`src/sv/cartesian_to_polar_degrees_defines.svh`:
```
// Assertion macros for the cartesian-to-polar block.
// Defining ASSERT_OFF turns every check into an empty line.
`ifndef CARTESIAN_TO_POLAR_DEGREES_DEFINES_SVH
`define CARTESIAN_TO_POLAR_DEGREES_DEFINES_SVH

`ifndef ASSERT_OFF

// Same-cycle implication, checked at every rising edge outside reset.
`define CTP_ASSERT_IMP(label, clock, reset, ante, cons) \
  label: assert property (@(posedge clock) disable iff (reset) (ante) |-> (cons)) \
    else $error("cartesian_to_polar_degrees: implication check failed");

// Next-cycle implication, checked at every rising edge outside reset.
`define CTP_ASSERT_NXT(label, clock, reset, ante, cons) \
  label: assert property (@(posedge clock) disable iff (reset) (ante) |=> (cons)) \
    else $error("cartesian_to_polar_degrees: next-cycle check failed");

`else

`define CTP_ASSERT_IMP(label, clock, reset, ante, cons)
`define CTP_ASSERT_NXT(label, clock, reset, ante, cons)

`endif

`endif

```
`src/sv/ctp_pkg.sv`:
```
package ctp_pkg;

  // Default geometry of the coordinate and fraction fields.
  localparam int COORD_BITS_DEF = 16;
  localparam int FRAC_BITS_DEF  = 8;

  // Result field widths.
  localparam int DIST_W  = 25;
  localparam int ANGLE_W = 17;

  // The bearing is worked out in units of 1/65536 degree.
  localparam int ANG_UNIT_BITS   = 16;
  localparam int CORDIC_STEPS    = 22;
  localparam int CORDIC_PRESHIFT = 24;
  localparam int ANG_Z_W         = 24;
  localparam int ANG_T_W         = 25;

  localparam logic signed [ANG_Z_W-1:0] Z_DEG_90  = 24'sd5898240;
  localparam logic        [ANG_T_W-1:0] T_DEG_90  = 25'd5898240;
  localparam logic        [ANG_T_W-1:0] T_DEG_180 = 25'd11796480;
  localparam logic        [ANG_T_W-1:0] T_DEG_360 = 25'd23592960;

  // Configuration register indexes.
  localparam int CFG_IDX_W = 1;
  localparam logic [CFG_IDX_W-1:0] REG_ORIGIN_X = 1'b0;
  localparam logic [CFG_IDX_W-1:0] REG_ORIGIN_Y = 1'b1;

  // How the first-quadrant bearing maps onto the full circle.
  typedef logic [1:0] quad_t;
  localparam quad_t QUAD_I   = 2'd0;  // base
  localparam quad_t QUAD_II  = 2'd1;  // 180 - base
  localparam quad_t QUAD_III = 2'd2;  // 180 + base
  localparam quad_t QUAD_IV  = 2'd3;  // 360 - base

  // Classification of one offset, carried alongside the bearing pipeline.
  typedef struct packed {
    logic  origin_hit;
    logic  ax_zero;
    logic  ay_zero;
    quad_t quad;
  } ctp_flags_t;

  // atan(2^-i) in degrees, scaled by 65536 and rounded.
  function automatic logic signed [ANG_Z_W-1:0] cordic_atan(input int unsigned step);
    logic signed [ANG_Z_W-1:0] v;
    unique case (step)
      0:       v = 24'sd2949120;
      1:       v = 24'sd1740966;
      2:       v = 24'sd919879;
      3:       v = 24'sd466945;
      4:       v = 24'sd234379;
      5:       v = 24'sd117304;
      6:       v = 24'sd58666;
      7:       v = 24'sd29335;
      8:       v = 24'sd14668;
      9:       v = 24'sd7334;
      10:      v = 24'sd3667;
      11:      v = 24'sd1833;
      12:      v = 24'sd917;
      13:      v = 24'sd458;
      14:      v = 24'sd229;
      15:      v = 24'sd115;
      16:      v = 24'sd57;
      17:      v = 24'sd29;
      18:      v = 24'sd14;
      19:      v = 24'sd7;
      20:      v = 24'sd4;
      21:      v = 24'sd2;
      default: v = '0;
    endcase
    return v;
  endfunction

endpackage

```
`src/sv/ctp_front.sv`:
```
// Offset from the origin, its magnitudes and its quadrant, registered.
module ctp_front import ctp_pkg::*; #(
  parameter int CB = COORD_BITS_DEF
) (
  input  logic                 clk,
  input  logic                 en,
  input  logic signed [CB-1:0] point_x,
  input  logic signed [CB-1:0] point_y,
  input  logic signed [CB-1:0] origin_x,
  input  logic signed [CB-1:0] origin_y,
  output logic        [CB-1:0] ax,
  output logic        [CB-1:0] ay,
  output ctp_flags_t           flags
);

  logic signed [CB:0] dx;
  logic signed [CB:0] dy;
  quad_t              quad;

  assign dx = $signed({point_x[CB-1], point_x}) - $signed({origin_x[CB-1], origin_x});
  assign dy = $signed({point_y[CB-1], point_y}) - $signed({origin_y[CB-1], origin_y});

  // Pick the mapping from the first-quadrant angle to the full circle.
  always_comb begin
    priority if (dx > 0 && !dy[CB]) begin
      quad = QUAD_I;
    end else if (dx[CB] && !dy[CB]) begin
      quad = QUAD_II;
    end else if (dx[CB]) begin
      quad = QUAD_III;
    end else if (dy[CB]) begin
      quad = QUAD_IV;
    end else begin
      quad = QUAD_I;
    end
  end

  always_ff @(posedge clk) begin
    if (en) begin
      ax               <= dx[CB] ? CB'(-dx) : CB'(dx);
      ay               <= dy[CB] ? CB'(-dy) : CB'(dy);
      flags.origin_hit <= (dx == '0) && (dy == '0);
      flags.ax_zero    <= (dx == '0);
      flags.ay_zero    <= (dy == '0);
      flags.quad       <= quad;
    end
  end

endmodule

```
`config.mk`:
```
export PLATFORM = sky130hd
export DESIGN_NAME = ctp_front
export DESIGN_NICKNAME = d
export VERILOG_FILES = /design/src/sv/cartesian_to_polar_degrees_defines.svh /design/src/sv/ctp_pkg.sv /design/src/sv/ctp_front.sv
export SDC_FILE = /design/constraint.sdc
export NUM_CORES = 1
export LEC_CHECK = 0
export ABC_CLOCK_PERIOD_IN_PS = 4660
export BUFFER_PORTS_ARGS = -buffer_cell sky130_fd_sc_hd__buf_4
export CAP_MARGIN = 20
export CORE_MARGIN = 2
export CORE_UTILIZATION = 45
export DETAILED_ROUTE_END_ITERATION = 16
export MAX_ROUTING_LAYER = met4
export PLACE_DENSITY = 0.75
export RECOVER_POWER = 50
export SLEW_MARGIN = 10
export SYNTH_ARGS = -nofsm -noshare
export SYNTH_HDL_FRONTEND = slang
export SYNTH_SLANG_ARGS = --single-unit
```
`constraint.sdc`:
```
create_clock -name clk -period 4.66 [get_ports clk]
set_input_delay 0.233 -clock clk [delete_from_list [all_inputs] [get_ports clk]]
set_output_delay 0.233 -clock clk [all_outputs]
set_load 0.02 [all_outputs]
```
==> reports/qor.csv <==
stage,metric,value,unit
cells_and_area,finalInstanceArea,4520,µm²
drt,viasPerCell,5.30,
place,dp_hpwl,6480,µm
worst_hold_path,whs_path_depth,3,
synth,synth_top_cell_area_share,30.7,%
cells_and_area,areaGrowthSynthToFinish,25.1,%
grt,grt_max_degree,38,
drt,postRouteAntennaNets,0,
floorplanning,rows,32,
drt,routed_wl,7970,µm
drt,post_drt_wl_per_cell,13.1,µm
synth,synthTopCellsByArea,"edfxtp_1 31%, ha_1 13%, xnor2_1 9.7%",
grt,busiest_layer,met2,
worst_setup_path,crit_arrival,3.60,ns
floorplanning,die_x,93.6,µm
power,leakage,1.97,nW
clocking,numCtsBuffers,5,
worst_hold_path,hold_class,input port to register,
floorplanning,die_area,8760,µm²
synth,syn-instance-count,403,
cells_and_area,antenna_cells,0,
power,power,1.37,mW
timing,period_needed,3.48,ns
power,ir_worst_vdd,143,µV
floorplanning,die_h,93.6,µm
grt,grt_usage,18.0,%
drt,dr.pass1.iters,4,
synth,ys_types,56,
run_status,status,"finished, violations left",
clocking,cts_setup_buffers,0,
floorplanning,ios,103,
drt,drc,0,
place,gp_congestion,0.927,
timing,max_slew_margin,-26.0,%
cells_and_area,fillCellCount,733,
timing,finalCritPeriodShare,74.7,%
cells_and_area,register_area,1110,µm²
worst_setup_path,cp-start-kind,input port,
cells_and_area,fin_nets,612,
worst_setup_path,crit_type,input port to register,
timing,hold_ws,0.411,ns
place,place_area,4500,µm²
place,portBuffers,102,
synth,synth_common_cells,"46 x inv_1, 40 x xnor2_1, 37 x edfxtp_1, 37 x ha_1, 30 x nand2_1",
synth,synth_nets,508,
grt,use_met1,25.4,%
clocking,clock_sinks,37,
synth,async_reset_ff_share,0,%
synth,yosys.area.top_type,edfxtp_1,
clocking,clk_pin_slew_worst_paths,0.07,ns
drt,drt-initial-drc-count,166,
grt,grt_pass1_wl,12700,µm
worst_setup_path,required,4.78,ns
drt,vias,3233,
timing,hold_viol,0,
clocking,clockBufferDepth,2,
timing,setup-violations-final,0,
clocking,htreeDepth,2,
clocking,cts_tree,done,
grt,first_global_vias,2905,
timing,rsz0062_at_grt,no,
synth,synth_edf_count,37,
synth,synthFlopType,edfxtp_1,
synth,yosysMostFrequentCell,inv_1,
grt,grt_antenna_before_repair,0,
synth,synth_seq_cells,37,
synth,synth.avg_cell_area,8.97,µm²
timing,fin_tns_setup,0,ns
floorplanning,coreArea,7770,µm²
floorplanning,start_util,46.5,%
timing,slew_viol_final,38,
cells_and_area,drive_above_1_share,21.9,%
grt,use_met3,2.34,%
timing,worstMarginPinSlew,1.89,ns
grt,gr-total-overflow,0,
grt,use_met2,28.7,%
synth,ys_warn_count,0,
synth,synth_sequential_area_ratio,30.7,%
worst_setup_path,end_kind,register,
cells_and_area,final_core_util,58.2,%
clocking,postCtsResizedCells,0,
worst_setup_path,worstPathMaxFanout,4,
synth,netlist_area,3610,µm²
clocking,root_buffer,clkbuf_8,
flow_run,drv_cap,1,
timing,clock.fmax,287,MHz
run_status,violations,"max-capacitance violations, max-slew violations",
clocking,postCtsHoldBufs,0,
cells_and_area,multiInputGateArea,2310,µm²
power,powerDensity,302,nW/µm²
[metrics by stage]
step / cells / worst slack (ns)
CTS: 610 / 1.17
detailed placement: 602 / 0.883
finish: 610 / 1.18
global route: 610 / 0.930
floorplan: 403 / 1.31
global placement: 602 / 0.963
[worst max-delay path: stages]
cell	delay, ns
clkbuf_4	0.11
inv_1	0.07
ha_1	0.14
inv_1	0.04
fa_1	0.39
a21o_1	0.18
a221oi_1	0.55
o211a_1	0.26
nand4bb_1	0.12
mux2_2	0.38
or3_1	0.36
or4_1	0.52
a211oi_1	0.24
[where the power goes]
part | internal [mW] | switching [mW] | leakage (nW)
clock | 0.101 | 0.104 | 0.0430
combinational | 0.285 | 0.383 | 1.56
sequential | 0.468 | 0.0269 | 0.361
[placed cells by master, fill, tap and decap left out, types with 17 or more instances in the layout]
cell type   n
inv_1      46
ha_1       37
nor2_1     27
xnor2_1    40
o21ai_0    25
nand2_1    30
buf_4      85
edfxtp_1   37
a21oi_1    27
clkbuf_1   17
[registers in the layout (all words and copies together) (netlist names)]
| register | flops |
|---|---|
| ax | 16 |
| flags | 5 |
| ay | 16 |
[kinds of logic after synthesis]
kind of cell | synth area share (%)
AOI/OAI and AO/OA | 19.8
xor gates and xnor gates | 12.4
adders and majority gates | 13.9
buffers and inverters | 5.51
DFF | 30.7
muxes | 0.900
and+or+nand+nor | 16.7
[final cells by class]
type	count	share of cell area, %
Tap cell	102	2.82
Timing Repair Buffer	104	15.9
Sequential cell	37	24.6
Clock buffer	5	1.52
Clock inverter	3	0.277
Inverter	46	3.82
Multi-Input combinational cell	313	51.1
[routing by layer]
| layer | up-vias | wire [µm] |
|---|---|---|
| met2 | 87 | 3710 |
| li1 | 1666 | - |
| met5 | - | 0 |
| met3 | 6 | 428 |
| met4 | 0 | 47 |
| met1 | 1474 | 3790 |
[worst paths after layout]
kind | slack, ns | to | from
hold / removal | 0.41 | ay[0]$_DFFE_PP_ | origin_y[0]
setup / recovery | 1.18 | flags[1]$_SDFFCE_PP0P_ | point_x[0]
Note: power is estimated with default switching activity, not from simulation.
