===== src/sv/cartesian_to_polar_degrees_defines.svh =====
// Assertion macros for the cartesian-to-polar block.
// Defining ASSERT_OFF turns every check into an empty line.
`ifndef CARTESIAN_TO_POLAR_DEGREES_DEFINES_SVH
`define CARTESIAN_TO_POLAR_DEGREES_DEFINES_SVH

`ifndef ASSERT_OFF

// Same-cycle implication, checked at every rising edge outside reset.
`define CTP_ASSERT_IMP(label, clock, reset, ante, cons) \
  label: assert property (@(posedge clock) disable iff (reset) (ante) |-> (cons)) \
    else $error("cartesian_to_polar_degrees: implication check failed");

// Next-cycle implication, checked at every rising edge outside reset.
`define CTP_ASSERT_NXT(label, clock, reset, ante, cons) \
  label: assert property (@(posedge clock) disable iff (reset) (ante) |=> (cons)) \
    else $error("cartesian_to_polar_degrees: next-cycle check failed");

`else

`define CTP_ASSERT_IMP(label, clock, reset, ante, cons)
`define CTP_ASSERT_NXT(label, clock, reset, ante, cons)

`endif

`endif


===== src/sv/ctp_pkg.sv =====
package ctp_pkg;

  // Default geometry of the coordinate and fraction fields.
  localparam int COORD_BITS_DEF = 16;
  localparam int FRAC_BITS_DEF  = 8;

  // Result field widths.
  localparam int DIST_W  = 25;
  localparam int ANGLE_W = 17;

  // The bearing is worked out in units of 1/65536 degree.
  localparam int ANG_UNIT_BITS   = 16;
  localparam int CORDIC_STEPS    = 22;
  localparam int CORDIC_PRESHIFT = 24;
  localparam int ANG_Z_W         = 24;
  localparam int ANG_T_W         = 25;

  localparam logic signed [ANG_Z_W-1:0] Z_DEG_90  = 24'sd5898240;
  localparam logic        [ANG_T_W-1:0] T_DEG_90  = 25'd5898240;
  localparam logic        [ANG_T_W-1:0] T_DEG_180 = 25'd11796480;
  localparam logic        [ANG_T_W-1:0] T_DEG_360 = 25'd23592960;

  // Configuration register indexes.
  localparam int CFG_IDX_W = 1;
  localparam logic [CFG_IDX_W-1:0] REG_ORIGIN_X = 1'b0;
  localparam logic [CFG_IDX_W-1:0] REG_ORIGIN_Y = 1'b1;

  // How the first-quadrant bearing maps onto the full circle.
  typedef logic [1:0] quad_t;
  localparam quad_t QUAD_I   = 2'd0;  // base
  localparam quad_t QUAD_II  = 2'd1;  // 180 - base
  localparam quad_t QUAD_III = 2'd2;  // 180 + base
  localparam quad_t QUAD_IV  = 2'd3;  // 360 - base

  // Classification of one offset, carried alongside the bearing pipeline.
  typedef struct packed {
    logic  origin_hit;
    logic  ax_zero;
    logic  ay_zero;
    quad_t quad;
  } ctp_flags_t;

  // atan(2^-i) in degrees, scaled by 65536 and rounded.
  function automatic logic signed [ANG_Z_W-1:0] cordic_atan(input int unsigned step);
    logic signed [ANG_Z_W-1:0] v;
    unique case (step)
      0:       v = 24'sd2949120;
      1:       v = 24'sd1740966;
      2:       v = 24'sd919879;
      3:       v = 24'sd466945;
      4:       v = 24'sd234379;
      5:       v = 24'sd117304;
      6:       v = 24'sd58666;
      7:       v = 24'sd29335;
      8:       v = 24'sd14668;
      9:       v = 24'sd7334;
      10:      v = 24'sd3667;
      11:      v = 24'sd1833;
      12:      v = 24'sd917;
      13:      v = 24'sd458;
      14:      v = 24'sd229;
      15:      v = 24'sd115;
      16:      v = 24'sd57;
      17:      v = 24'sd29;
      18:      v = 24'sd14;
      19:      v = 24'sd7;
      20:      v = 24'sd4;
      21:      v = 24'sd2;
      default: v = '0;
    endcase
    return v;
  endfunction

endpackage


===== src/sv/ctp_dist.sv =====
// Distance pipeline: squares, scaled sum, then a digit-by-digit square root
// that settles one root bit per stage, and a final round to nearest.
module ctp_dist import ctp_pkg::*; #(
  parameter int CB  = COORD_BITS_DEF,
  parameter int FB  = FRAC_BITS_DEF,
  parameter int LAT = 28
) (
  input  logic                clk,
  input  logic [LAT-1:0]      en,
  input  logic [CB-1:0]       ax,
  input  logic [CB-1:0]       ay,
  output logic [DIST_W-1:0]   distance
);

  localparam int SQ_W  = 2 * CB;
  localparam int N_W   = 2 * CB + 1 + 2 * FB;
  localparam int RB    = (N_W + 1) / 2;
  localparam int N2    = 2 * RB;
  localparam int REM_W = RB + 3;
  localparam int PAD   = LAT - (RB + 3);

  logic [SQ_W-1:0]   sqa;
  logic [SQ_W-1:0]   sqb;
  logic [N2-1:0]     radicand;
  logic [N2-1:0]     rad_r [RB];
  logic [REM_W-1:0]  rem_r [RB];
  logic [RB-1:0]     q_r   [RB];
  logic [DIST_W-1:0] dist_core;
  logic [RB:0]       q_round;

  // Squares of the two magnitudes.
  always_ff @(posedge clk) begin
    if (en[0]) begin
      sqa <= SQ_W'(ax) * SQ_W'(ax);
      sqb <= SQ_W'(ay) * SQ_W'(ay);
    end
  end

  // Sum of squares, scaled for the fraction bits of the root.
  always_ff @(posedge clk) begin
    if (en[1]) begin
      radicand <= (N2'(sqa) + N2'(sqb)) << (2 * FB);
    end
  end

  // One root bit per stage, most significant first.
  for (genvar k = 0; k < RB; k++) begin : g_root
    logic [N2-1:0]    rad_in;
    logic [REM_W-1:0] rem_in;
    logic [RB-1:0]    q_in;
    logic [REM_W-1:0] rem_sh;
    logic [REM_W-1:0] trial;

    if (k == 0) begin : g_first
      assign rad_in = radicand;
      assign rem_in = '0;
      assign q_in   = '0;
    end else begin : g_next
      assign rad_in = rad_r[k-1];
      assign rem_in = rem_r[k-1];
      assign q_in   = q_r[k-1];
    end

    assign rem_sh = {rem_in[RB:0], rad_in[N2-1 -: 2]};
    assign trial  = REM_W'({q_in, 2'b01});

    always_ff @(posedge clk) begin
      if (en[2+k]) begin
        rad_r[k] <= rad_in << 2;
        if (rem_sh >= trial) begin
          rem_r[k] <= rem_sh - trial;
          q_r[k]   <= {q_in[RB-2:0], 1'b1};
        end else begin
          rem_r[k] <= rem_sh;
          q_r[k]   <= {q_in[RB-2:0], 1'b0};
        end
      end
    end
  end

  // Round to nearest: step up when the remainder exceeds the root.
  assign q_round = {1'b0, q_r[RB-1]}
                 + (RB+1)'(rem_r[RB-1] > REM_W'(q_r[RB-1]));

  always_ff @(posedge clk) begin
    if (en[RB+2]) begin
      dist_core <= DIST_W'(q_round);
    end
  end

  // Delay to line up with the bearing pipeline.
  if (PAD > 0) begin : g_pad
    logic [DIST_W-1:0] pd [PAD];
    for (genvar j = 0; j < PAD; j++) begin : g_tap
      if (j == 0) begin : g_head
        always_ff @(posedge clk) begin
          if (en[RB+3+j]) begin
            pd[j] <= dist_core;
          end
        end
      end else begin : g_tail
        always_ff @(posedge clk) begin
          if (en[RB+3+j]) begin
            pd[j] <= pd[j-1];
          end
        end
      end
    end
    assign distance = pd[PAD-1];
  end else begin : g_nopad
    assign distance = dist_core;
  end

endmodule


===== config.mk =====
export PLATFORM = sky130hd
export DESIGN_NAME = ctp_dist
export DESIGN_NICKNAME = d
export VERILOG_FILES = /design/src/sv/cartesian_to_polar_degrees_defines.svh /design/src/sv/ctp_pkg.sv /design/src/sv/ctp_dist.sv
export SDC_FILE = /design/constraint.sdc
export NUM_CORES = 2
export LEC_CHECK = 0
export BUFFER_PORTS_ARGS = -buffer_cell sky130_fd_sc_hd__buf_2
export CORE_ASPECT_RATIO = 2
export CORE_MARGIN = 8
export CORE_UTILIZATION = 55
export CTS_BUF_LIST = sky130_fd_sc_hd__clkbuf_4
export DETAILED_ROUTE_END_ITERATION = 16
export PLACE_DENSITY = 0.71
export SYNTH_ARGS = -nofsm -noshare
export SYNTH_HDL_FRONTEND = slang
export SYNTH_SLANG_ARGS = --single-unit

===== constraint.sdc =====
create_clock -name clk -period 9.15 [get_ports clk]
set_input_delay 1.83 -clock clk [delete_from_list [all_inputs] [get_ports clk]]
set_output_delay 1.83 -clock clk [all_outputs]
set_load 0.1 [all_outputs]

==> impl_metrics.yaml <==
placed_design:
  dpl.hpwl_um: 123000
  port_buffers: 85
  gp_congestion: 0.888
critical_path:
  critPathMaxFanout: 12
  cp.required_ps: 10050
  worstPathArrival_ps: 8010
  crit_path_start_kind: "input port"
  crit_type: "in2reg"
  startpoint: "ax[12]"
  endpoint_kind: "flop"
  r2r_start: "rem_r[1][84]"
  worstRegToRegCells: 11
synth:
  ys_top_cells_by_area: "edfxtp_1, ha_1, fa_1"
  synth.top_cells.by_count: "edfxtp_1, inv_1, ha_1, nand2_1, nor2_1"
  ys.warnings.count: 0
  syn_nets: 8161
  synth_top_area_share_pct: 48.7
  synthesis.area_sq_mm: 0.0814
  synth_top_cell_by_area: "edfxtp_1"
  synthArstFlopShare_pct: 0
  ys_seq_area_share_pct: 48.7
  ys_ff_latch: 1322
  synth.most_common_cell: "edfxtp_1"
  synth_ff_type: "edfxtp_1"
  yosysUniqueCellTypes: 96
  syn-instance-count: 7174
  synth_area_per_cell_sq_um: 11.4
  synth-edff-count: 1321
outcome:
  outcome: "finished, final reports clean"
clock_network:
  numCtsBuffers: 314
  root_buffer: "clkbuf_4"
  clockBufferDepth: 4
  cts_resized: 0
  clk_latency_ps: 1220
  cts_tree: "done"
  h-tree-depth: 5
  post_cts_buffers: 0
  clk_pin_slew_ps: 70
  clock-sinks: 1322
  ctsHoldBuffers: 0
power:
  total_power_uw: 25400
  ir_drop_v: 0.000610
  powerDensity_mw_per_mm2: 290
  p_leak_uw: 0.0371
final_layout:
  n_fill_cell: 12196
  finalNetCount: 8444
  drive_gt1_share_pct: 9.36
  area.growth.synth_to_final_pct: 7.67
grt:
  grt_pass1_vias: 53637
  track_usage_pct: 20.5
  grt_antenna_before_repair: 6
  grt_max_degree: 63
  grt_pass1_wl_um: 268000
  grt_overflow: 0
route:
  vias: 52770
  drt-initial-drc-count: 3124
  drc: 0
  first_pass_iters: 6
  viasPerCell: 5.51
  wl_per_cell_um: 17.1
  ant_nets: 0
  drt_wl_total_um: 164000
timing:
  finalCriticalPeriod_ps: 7120
  fmax_mhz: 140
  final-setup-viol-count: 0
  slew_headroom_pct: 18.6
  rsz0062_at_grt: "no"
  finalMaxSlewViolations: 0
  clock_skew_ps: 86.0
  fin_setup_tns_ps: 0
  worstMarginPinSlew_ps: 1220
  finalHoldViolations: 0
  period_share_pct: 77.8
run:
  cap_violations: 0
die:
  rows: 200
  die_h_um: 560
  die_w_um: 288
  start_util_pct: 55.2
  io_pins: 86
  core_sq_mm: 0.148
  die_area_sq_mm: 0.161
worst_hold_path:
  min_from: "rad_r[1][235]"
  hp-class: "reg2reg"
  hold_depth: 0
final cells by class:
cell class | instances | area, sq um | share of cell area (%)
Antenna cell | 7 | 17.5 | 0.0200
Clock buffer | 424 | 3180 | 3.63
Clock inverter | 88 | 523 | 0.596
Inverter | 963 | 3610 | 4.12
Multi-Input combinational cell | 4739 | 37600 | 42.9
Sequential cell | 1322 | 39700 | 45.3
Tap cell | 1919 | 2400 | 2.74
Timing Repair Buffer | 117 | 666 | 0.759
routing by layer:
metal,global-route usage (%),vias to the layer above,wire (um)
li1,-,25970,-
met1,26.6,25310,71500
met2,34.7,1172,80000
met3,3.42,316,7640
met4,7.00,2,4690
met5,0,-,10
placed cells by master (no fill, tap or decap), types with 71 or more instances in the layout:
cell type	instances
clkbuf_4	424
a21oi_1	365
buf_2	85
nor3_1	147
inv_1	963
edfxtp_1	1321
a21o_1	181
nand2_1	556
o21ai_0	353
o21a_1	82
nand2b_1	71
xnor2_1	356
nand3_1	118
nor2_1	368
fa_1	333
and2_1	126
ha_1	593
xor2_1	237
registers in the layout, summed over array words and instances, names as in the netlist:
register       flops
rem_r            605
distance          25
g_root.rad_in     33
sqa               31
sqb               31
q_r              325
rad_r            272
cells by family (layout without fill, tap and decap cells):
group,after synthesis,count (layout),synth area share [%]
other,0,7,0
buffers and inverters,1113,1592,5.18
flip-flops,1322,1322,48.7
AO/OA/AOI/OAI,1328,1328,10.3
AND/OR/NAND/NOR,1818,1818,11.1
adder cells (fa/ha/maj),926,926,17.3
multiplexers,74,74,1.05
XOR/XNOR,593,593,6.38
final timing paths:
kind	slack [ps]	endpoint
worst max-delay path	2030	sqa[26]
worst max register to register	5030	rem_r[1][120]
worst min-delay path	360	rad_r[1][285]
worst min register to register	360	rad_r[1][285]
critical path: stages:
cell and delay (ps):
buf_2 270, inv_1 210, nor2_1 210, ha_1 280
xor2_1 190, fa_1 540, inv_1 60, fa_1 480
fa_1 530, fa_1 500, inv_1 50, fa_1 470
inv_1 40, ha_1 350, a21o_1 240, nand2b_1 150
a21oi_1 140, nor2b_1 70, nor2b_1 130, a211oi_1 630
o21ai_0 310, a31oi_1 260, xnor2_1 90
stage by stage:
| stage | cell area [sq um] | cells | hold slack, ps | util (%) | worst slack (ps) |
|---|---|---|---|---|---|
| floorplan | 81400 | 7174 | 400 | - | 1540 |
| global placement | 84000 | 9060 | 400 | 56.9 | 994 |
| detailed placement | 84000 | 9060 | 405 | 56.9 | 874 |
| CTS | 87700 | 9572 | 359 | 59.4 | 2210 |
| global route | 87700 | 9579 | 389 | 59.4 | 1920 |
| finish | 87700 | 9579 | 359 | 59.4 | 2030 |
power by group:
part	switching [uW]	total [uW]	leakage [uW]	internal, uW
Sequential	673	9150	0.0126	8480
Combinational	6650	11700	0.0223	5030
Clock	2250	4560	0.00221	2310
Total	9570	25400	0.0371	15800
No activity file was read; power rests on OpenSTA's default activity.
